### src/hw/rtl/bbd3_pkg.sv
package bbd3_pkg;

  localparam int MAX_WIDTH  = 1024;
  localparam int MAX_HEIGHT = 1024;

  // Register field width and pixel widths are fixed by the stream format
  localparam int DIM_W = 11;
  localparam int PIX_W = 8;

  localparam int COL_W = $clog2(MAX_WIDTH);
  localparam int ROW_W = $clog2(MAX_HEIGHT);
  localparam int EXT_W = ((COL_W > ROW_W ? COL_W : ROW_W) + 1 > DIM_W) ?
                         (COL_W > ROW_W ? COL_W : ROW_W) + 1 : DIM_W;
  localparam int POS_W = $clog2(MAX_WIDTH * MAX_HEIGHT + 1);

  localparam int RESET_DIM = 256;

  localparam logic [PIX_W-1:0] EDGE_ON  = 8'hFF;
  localparam logic [PIX_W-1:0] EDGE_OFF = 8'h00;

  typedef enum logic {
    ACT_PIXEL = 1'b0,
    ACT_DRAIN = 1'b1
  } action_t;

  typedef enum logic [0:0] {
    REG_IMAGE_WIDTH  = 1'b0,
    REG_IMAGE_HEIGHT = 1'b1
  } reg_idx_t;

  // One column shift travelling from the issue stage to the window stage
  typedef struct packed {
    logic             emit;
    logic             last;
    logic             top_ok;
    logic             bot_ok;
    logic             left_ok;
    logic             right_ok;
    logic             fg;
    logic [COL_W-1:0] addr;
  } col_op_t;

  // Map a raw register value onto 1..max_dim
  function automatic logic [DIM_W-1:0] clamp_dim(input logic [DIM_W-1:0] v,
                                                 input logic [EXT_W-1:0] max_dim);
    logic [DIM_W-1:0] r;
    if (v == '0) begin
      r = DIM_W'(1);
    end else if (EXT_W'(v) > max_dim) begin
      r = DIM_W'(max_dim);
    end else begin
      r = v;
    end
    return r;
  endfunction

endpackage

### src/hw/rtl/binary_boundary_detect_3x3_unit.sv
// Flow: the item releasing a result goes through the window stage register, then
// the output register; pixel n+width+1 or a drain releases the result of pixel n.
// Throughput: one item per cycle unless the output stalls, set by the single read
// port of the column memory; a one-row frame holds its first drain for a pad shift.
// Reset: control, counters and window clear, width and height return to 256;
// the column memory is not cleared and needs no clearing pass.
module binary_boundary_detect_3x3_unit (
  input  logic                        clk,
  input  logic                        rst,
  input  logic                        s_axis_tvalid,
  output logic                        s_axis_tready,
  input  logic [bbd3_pkg::PIX_W-1:0]  s_axis_tdata,   // [7:0] pixel_value
  input  logic [0:0]                  s_axis_tuser,   // [0] action
  output logic                        m_axis_tvalid,
  input  logic                        m_axis_tready,
  output logic [bbd3_pkg::PIX_W-1:0]  m_axis_tdata,   // [7:0] edge_value
  output logic                        m_axis_tlast,
  input  logic                        cfg_valid,
  output logic                        cfg_ready,
  input  logic [0:0]                  cfg_index,
  input  logic [bbd3_pkg::DIM_W-1:0]  cfg_data
);

  localparam int COL_W = bbd3_pkg::COL_W;
  localparam int ROW_W = bbd3_pkg::ROW_W;
  localparam int EXT_W = bbd3_pkg::EXT_W;
  localparam int POS_W = bbd3_pkg::POS_W;
  localparam int DIM_W = bbd3_pkg::DIM_W;

  // Configuration
  logic [DIM_W-1:0]   eff_w;
  logic [DIM_W-1:0]   eff_h;
  logic [POS_W-1:0]   total;
  logic [DIM_W-1:0]   eff_w_next;
  logic [DIM_W-1:0]   eff_h_next;
  logic [2*DIM_W-1:0] total_prod;

  // Issue stage counters
  logic [COL_W-1:0]   col_in;
  logic [POS_W-1:0]   in_pos;
  logic [ROW_W-1:0]   out_row;
  logic [COL_W-1:0]   out_col;
  logic               drain_started;

  // Window stage
  logic                 p1_valid;
  bbd3_pkg::col_op_t    p1;
  logic                 p1_go;
  logic                 adv_ok;
  logic [2:0]           win_left;
  logic [2:0]           win_mid;
  logic [2:0]           new_col;
  logic                 edge_hit;

  // Column memory: bit 1 = row two above, bit 0 = row above
  logic [1:0]           mem [bbd3_pkg::MAX_WIDTH];
  logic [1:0]           rd_raw;
  logic                 fwd_hit;
  logic [1:0]           fwd_data;
  logic [1:0]           rd_word;
  logic [1:0]           wr_data;

  // Issue decode
  logic               is_drain;
  logic               in_done;
  logic               pad_req;
  logic               accept;
  logic               issue;
  logic               emit;
  logic               last;
  logic               col_wrap;
  logic               out_col_wrap;
  bbd3_pkg::col_op_t  op;

  assign cfg_ready = 1'b1;

  always_comb begin
    eff_w_next = eff_w;
    eff_h_next = eff_h;
    if (cfg_index == bbd3_pkg::REG_IMAGE_WIDTH) begin
      eff_w_next = bbd3_pkg::clamp_dim(cfg_data, EXT_W'(bbd3_pkg::MAX_WIDTH));
    end else begin
      eff_h_next = bbd3_pkg::clamp_dim(cfg_data, EXT_W'(bbd3_pkg::MAX_HEIGHT));
    end
    total_prod = (2*DIM_W)'(eff_w_next) * (2*DIM_W)'(eff_h_next);
  end

  always_ff @(posedge clk) begin
    if (rst) begin
      eff_w <= DIM_W'(bbd3_pkg::RESET_DIM);
      eff_h <= DIM_W'(bbd3_pkg::RESET_DIM);
      total <= POS_W'(bbd3_pkg::RESET_DIM * bbd3_pkg::RESET_DIM);
    end else if (cfg_valid && cfg_ready) begin
      eff_w <= eff_w_next;
      eff_h <= eff_h_next;
      total <= POS_W'(total_prod);
    end
  end

  // Issue stage: decide what the item does and compute its border flags
  always_comb begin
    is_drain = (s_axis_tuser[0] == bbd3_pkg::ACT_DRAIN);
    in_done  = (in_pos >= total);
    adv_ok   = !p1_valid || p1_go;
    // a one-row frame needs one extra shift before its first drain
    pad_req  = s_axis_tvalid && is_drain && in_done &&
               (eff_h == DIM_W'(1)) && !drain_started;
    s_axis_tready = adv_ok && !pad_req;
    accept   = s_axis_tvalid && s_axis_tready;
    issue    = (pad_req && adv_ok) || (accept && (is_drain == in_done));
    emit     = accept && (is_drain == in_done) &&
               (is_drain || (in_pos >= POS_W'(eff_w) + POS_W'(1)));
    col_wrap     = (EXT_W'(col_in) + EXT_W'(1)) == EXT_W'(eff_w);
    out_col_wrap = (EXT_W'(out_col) + EXT_W'(1)) == EXT_W'(eff_w);
    last     = out_col_wrap && ((EXT_W'(out_row) + EXT_W'(1)) == EXT_W'(eff_h));

    op.emit     = emit;
    op.last     = last;
    op.top_ok   = (out_row != '0);
    op.bot_ok   = (EXT_W'(out_row) + EXT_W'(1)) < EXT_W'(eff_h);
    op.left_ok  = (out_col != '0);
    op.right_ok = !out_col_wrap;
    op.fg       = !is_drain && (s_axis_tdata != '0);
    op.addr     = col_in;
  end

  always_ff @(posedge clk) begin
    if (rst) begin
      col_in        <= '0;
      in_pos        <= '0;
      out_row       <= '0;
      out_col       <= '0;
      drain_started <= 1'b0;
    end else if (cfg_valid && cfg_ready) begin
      col_in        <= '0;
      in_pos        <= '0;
      out_row       <= '0;
      out_col       <= '0;
      drain_started <= 1'b0;
    end else if (issue) begin
      if (emit && last) begin
        // frame done: restart all counters
        col_in        <= '0;
        in_pos        <= '0;
        out_row       <= '0;
        out_col       <= '0;
        drain_started <= 1'b0;
      end else begin
        col_in <= col_wrap ? '0 : col_in + COL_W'(1);
        if (accept && !is_drain) begin
          in_pos <= in_pos + POS_W'(1);
        end
        if (pad_req) begin
          drain_started <= 1'b1;
        end
        if (emit) begin
          if (out_col_wrap) begin
            out_col <= '0;
            out_row <= out_row + ROW_W'(1);
          end else begin
            out_col <= out_col + COL_W'(1);
          end
        end
      end
    end
  end

  // Column memory read at issue, write back when the column leaves the window stage
  always_ff @(posedge clk) begin
    if (p1_go) begin
      mem[p1.addr] <= wr_data;
    end
    if (issue) begin
      rd_raw <= mem[col_in];
    end
  end

  // Forward a write to the column being read in the same cycle
  always_ff @(posedge clk) begin
    if (issue) begin
      fwd_hit  <= p1_go && (p1.addr == col_in);
      fwd_data <= wr_data;
    end
  end

  always_comb begin
    rd_word = fwd_hit ? fwd_data : rd_raw;
    new_col = {p1.fg, rd_word[0], rd_word[1]};   // [0] top, [1] mid, [2] bottom
    wr_data = {rd_word[0], p1.fg};
    p1_go   = p1_valid && (!p1.emit || !m_axis_tvalid || m_axis_tready);
    edge_hit = win_mid[1] && (
      (p1.top_ok && p1.left_ok  && !win_left[0]) ||
      (p1.top_ok                && !win_mid[0])  ||
      (p1.top_ok && p1.right_ok && !new_col[0])  ||
      (p1.left_ok               && !win_left[1]) ||
      (p1.right_ok              && !new_col[1])  ||
      (p1.bot_ok && p1.left_ok  && !win_left[2]) ||
      (p1.bot_ok                && !win_mid[2])  ||
      (p1.bot_ok && p1.right_ok && !new_col[2]));
  end

  always_ff @(posedge clk) begin
    if (rst) begin
      p1_valid <= 1'b0;
    end else if (adv_ok) begin
      p1_valid <= issue;
    end
  end

  always_ff @(posedge clk) begin
    if (adv_ok && issue) begin
      p1 <= op;
    end
  end

  always_ff @(posedge clk) begin
    if (rst) begin
      win_left <= '0;
      win_mid  <= '0;
    end else if (p1_go) begin
      win_left <= win_mid;
      win_mid  <= new_col;
    end
  end

  // Output register
  always_ff @(posedge clk) begin
    if (rst) begin
      m_axis_tvalid <= 1'b0;
    end else if (p1_go && p1.emit) begin
      m_axis_tvalid <= 1'b1;
    end else if (m_axis_tready) begin
      m_axis_tvalid <= 1'b0;
    end
  end

  always_ff @(posedge clk) begin
    if (p1_go && p1.emit) begin
      m_axis_tdata <= edge_hit ? bbd3_pkg::EDGE_ON : bbd3_pkg::EDGE_OFF;
      m_axis_tlast <= p1.last;
    end
  end

endmodule
### config.mk
export PLATFORM = sky130hd
export DESIGN_NAME = binary_boundary_detect_3x3_unit
export DESIGN_NICKNAME = d
export VERILOG_FILES = /design/src/hw/rtl/bbd3_pkg.sv /design/src/hw/rtl/binary_boundary_detect_3x3_unit.sv
export SDC_FILE = /design/constraint.sdc
export NUM_CORES = 2
export LEC_CHECK = 0
export BUFFER_PORTS_ARGS = -buffer_cell sky130_fd_sc_hd__buf_4
export CORE_ASPECT_RATIO = 0.5
export CORE_MARGIN = 5
export CORE_UTILIZATION = 50
export CTS_CLUSTER_SIZE = 14
export DETAILED_ROUTE_END_ITERATION = 10
export GPL_TIMING_DRIVEN = 0
export PLACE_DENSITY = 0.69
export SETUP_SLACK_MARGIN = 0.15
export SLEW_MARGIN = 20
export SYNTH_ARGS = -nofsm -noshare
export SYNTH_HDL_FRONTEND = slang
export SYNTH_SLANG_ARGS = --single-unit
### constraint.sdc
create_clock -name clk -period 19.65 [get_ports clk]
set_input_delay 4.9125 -clock clk [delete_from_list [all_inputs] [get_ports clk]]
set_output_delay 4.9125 -clock clk [all_outputs]
set_load 0.01 [all_outputs]
==> run summary <==
Status: completed
DR pass1 iterations: 9
CTS Sinks: 2175
GRT Overall Usage: 0.367
Syn Area/Cell: 16.0 um2
Die area: 198000 um2
Sequential area share after synthesis: 0.681
I/O pin count: 38
Period utilisation layout: 0.571
Clock Skews: 0.0589 ns
Largest net degree at the start of global routing: 165
DRT iter0 DRCs: 13300
Hold Crit Endpoint: m_axis_tlast
Max-slew violation count: 0
Syn nets: 6121
Area share of the largest cell type after synthesis: 0.659
Remaining global-route overflow: 0
Die span in y: 317 um
Post-CTS Setup Bufs: 0
DRC violations left: 0
Synthesized cell area: 94500 um2
Post-route ant nets: 0
Top fanout value on the critical path: 8
Synth Register Bits: 2175
Cell at the slowest stage of the critical path: clkbuf_1
Setup WS pre-CTS: 7.81 ns
Final setup vio count: 0
Hpwl dp: 251000 um
Worst EP required: 14.74 ns
EDFF count, synth: 2072
Htree depth: 4
Initial core utilization: 0.505
Critical register-to-register path startpoint: col_in[0]
Hold Path Origin: p1[15]
Unique masters post-synth: 76
Cells after Synth: 5908
R2R Setup Slk: 12.10 ns
# rows: 112
Crit-path max cell delay: 0.41 ns
Design Power: 9.32 mW
Synthesis Warnings: 0
Clock-pin slew on the worst setup and hold paths: 0.06 ns
DIE WIDTH: 625 um
Count leader, synth: edfxtp_1
Post-Route WL: 365000 um
Fin nets: 6460
Top cells by area, synth: edfxtp_1 (66%), mux4_2 (14%), nor2_1 (4.9%)
Worst rel slew slack: 0.0715
CP Capture Type: output pin
Layout fillers: 14300
Gpl congestion: 1.07
Leakage Power: 32.9 nW
RR Endpoint: rd_raw[0]
RSZ-0062 raised after global routing: no
Peak VDD IR: 0.0697 mV
Critical path type: input pin to output pin
Worst Hold Depth: 0
Port buffer count: 35
Vias in the first global route: 59700
CTS tree: done
Num CTS Buffers: 198
Initial antenna violation count: 33
Global-route wire length before repair: 490000 um
Worst setup slack after layout: 8.43 ns
WL per Instance: 40.9 um
CTS Hold Bufs: 0
Layout area overhead: 12.3%
Reg2Reg Depth: 12
Post-synth top area cell: edfxtp_1
Critical path launch point type: input pin
HP Class: flop to flop
PostCTS Resize Cnt: 0
Worst skew pair latency: 0.88 ns
Clock root cell: clkbuf_16
Crit-path cells: clkbuf_1, nor4b_1, nand4_1, nor2_1, a31oi_1, buf_4
Slew @ Worst Pin: 1.39 ns
Routed vias: 62700
Synth top cells by count: edfxtp_1 (2072), nor2_1 (1241), mux4_2 (567), clkbuf_1 (329), nand2_1 (230)
Maximum clock path buffer count: 4
Hold Fails Final Rpt: 0
Post-route minimum period: 11.22 ns
Peak Freq: 89.2 MHz
MaxCap Viol Count: 0
Power Density: 87.9 nW/um2
Share of layout cells above drive strength 1: 0.199
Total core area: 187000 um2
Prevailing post-synth register cell: edfxtp_1
Worst EP arrival: 6.30 ns
Fraction of registers with async set/reset: 0
Vias per cell: 7.03
-- worst max-delay path by stage --
| stage | start | cells past startpoint | slack [ns] | endpoint |
|---|---|---|---|---|
| 6_report | s_axis_tuser | 6 | 8.43 | s_axis_tready |
| 5_1_grt | cfg_index | 23 | 8.14 | total[20] |
| 3_3_place_gp | new_col[2] | 0 | -5.27 | mem[522][0] |
| 2_1_floorplan | new_col[2] | 0 | 4.91 | fwd_data[0] |
| 4_1_cts | s_axis_tuser | 6 | 8.46 | s_axis_tready |
| 3_5_place_dp | cfg_index | 23 | 7.81 | total[20] |
-- layout make-up --
type	instances	area [um2]	area share
Antenna cell	38	95.1	0.000896
Clock buffer	255	5250	0.0495
Inverter	152	578	0.00545
Clock inverter	77	480	0.00453
Tap cell	2508	3140	0.0296
Multi-Input combinational cell	3126	27700	0.261
Sequential cell	2175	64300	0.606
Buffer	455	2230	0.0210
Timing Repair Buffer	139	2370	0.0223
-- sequential cells by signal (all words and copies together) (netlist names), 2 cells and up --
name	flops
mem	2048
in_pos	21
total	21
p1	16
eff_h	11
eff_w	11
col_in	10
out_col	10
out_row	10
win_left	3
win_mid	3
fwd_data	2
rd_raw	2
-- power breakdown --
part / internal, mW / switching, mW
Sequential: 5.10 / 0.00887
Combinational: 0.179 / 0.373
Clock: 1.94 / 1.72
-- metrics by stage --
step                TNS [ns]  hold WS [ns]  utilization  area, um2  std cells
floorplan                  0         0.400            -      94500       5908
global placement    -8892.90         0.406        0.523      97900       8451
detailed placement         0         0.405        0.535     100000       8555
CTS                        0         0.420        0.566     106000       8887
global route               0         0.423        0.566     106000       8888
finish                     0         0.419        0.567     106000       8925
-- worst max-delay path: cells and delay by family --
kind / cells / cell delay (ns)
AO/OA/AOI/OAI: 1 / 0.11
buffers and inverters: 2 / 0.60
AND/OR/NAND/NOR: 3 / 0.68
-- cells in the final DEF, fill, tap and decap left out, types with 58 or more instances in the layout --
master / count
dfxtp_1: 103
fa_1: 79
buf_2: 66
inv_1: 148
mux2i_1: 66
clkbuf_1: 221
a22oi_1: 61
clkbuf_16: 201
buf_4: 71
a21oi_1: 95
edfxtp_1: 2072
nor2_1: 1236
o21ai_0: 58
xnor2_1: 71
mux4_2: 567
clkbuf_2: 160
nand2_1: 230
ha_1: 108
nand3_1: 59
-- metal layers --
layer,vias up,routed length [um],track usage
met5,-,276,0.00645
met4,18,26000,0.210
met3,1274,69000,0.193
met2,6471,151000,0.512
met1,31700,120000,0.459
li1,23200,-,-
-- cells by family after synthesis --
kind of cell | count (synthesis) | synth area share
adders and majority gates | 187 | 0.0310
buffers and inverters | 607 | 0.0273
AOI/OAI and AO/OA | 410 | 0.0294
DFF | 2175 | 0.681
other | 1 | 0.0000397
and+or+nand+nor | 1788 | 0.0792
muxes | 648 | 0.144
xor gates and xnor gates | 92 | 0.00853
No activity file was read; power rests on OpenSTA's default activity.
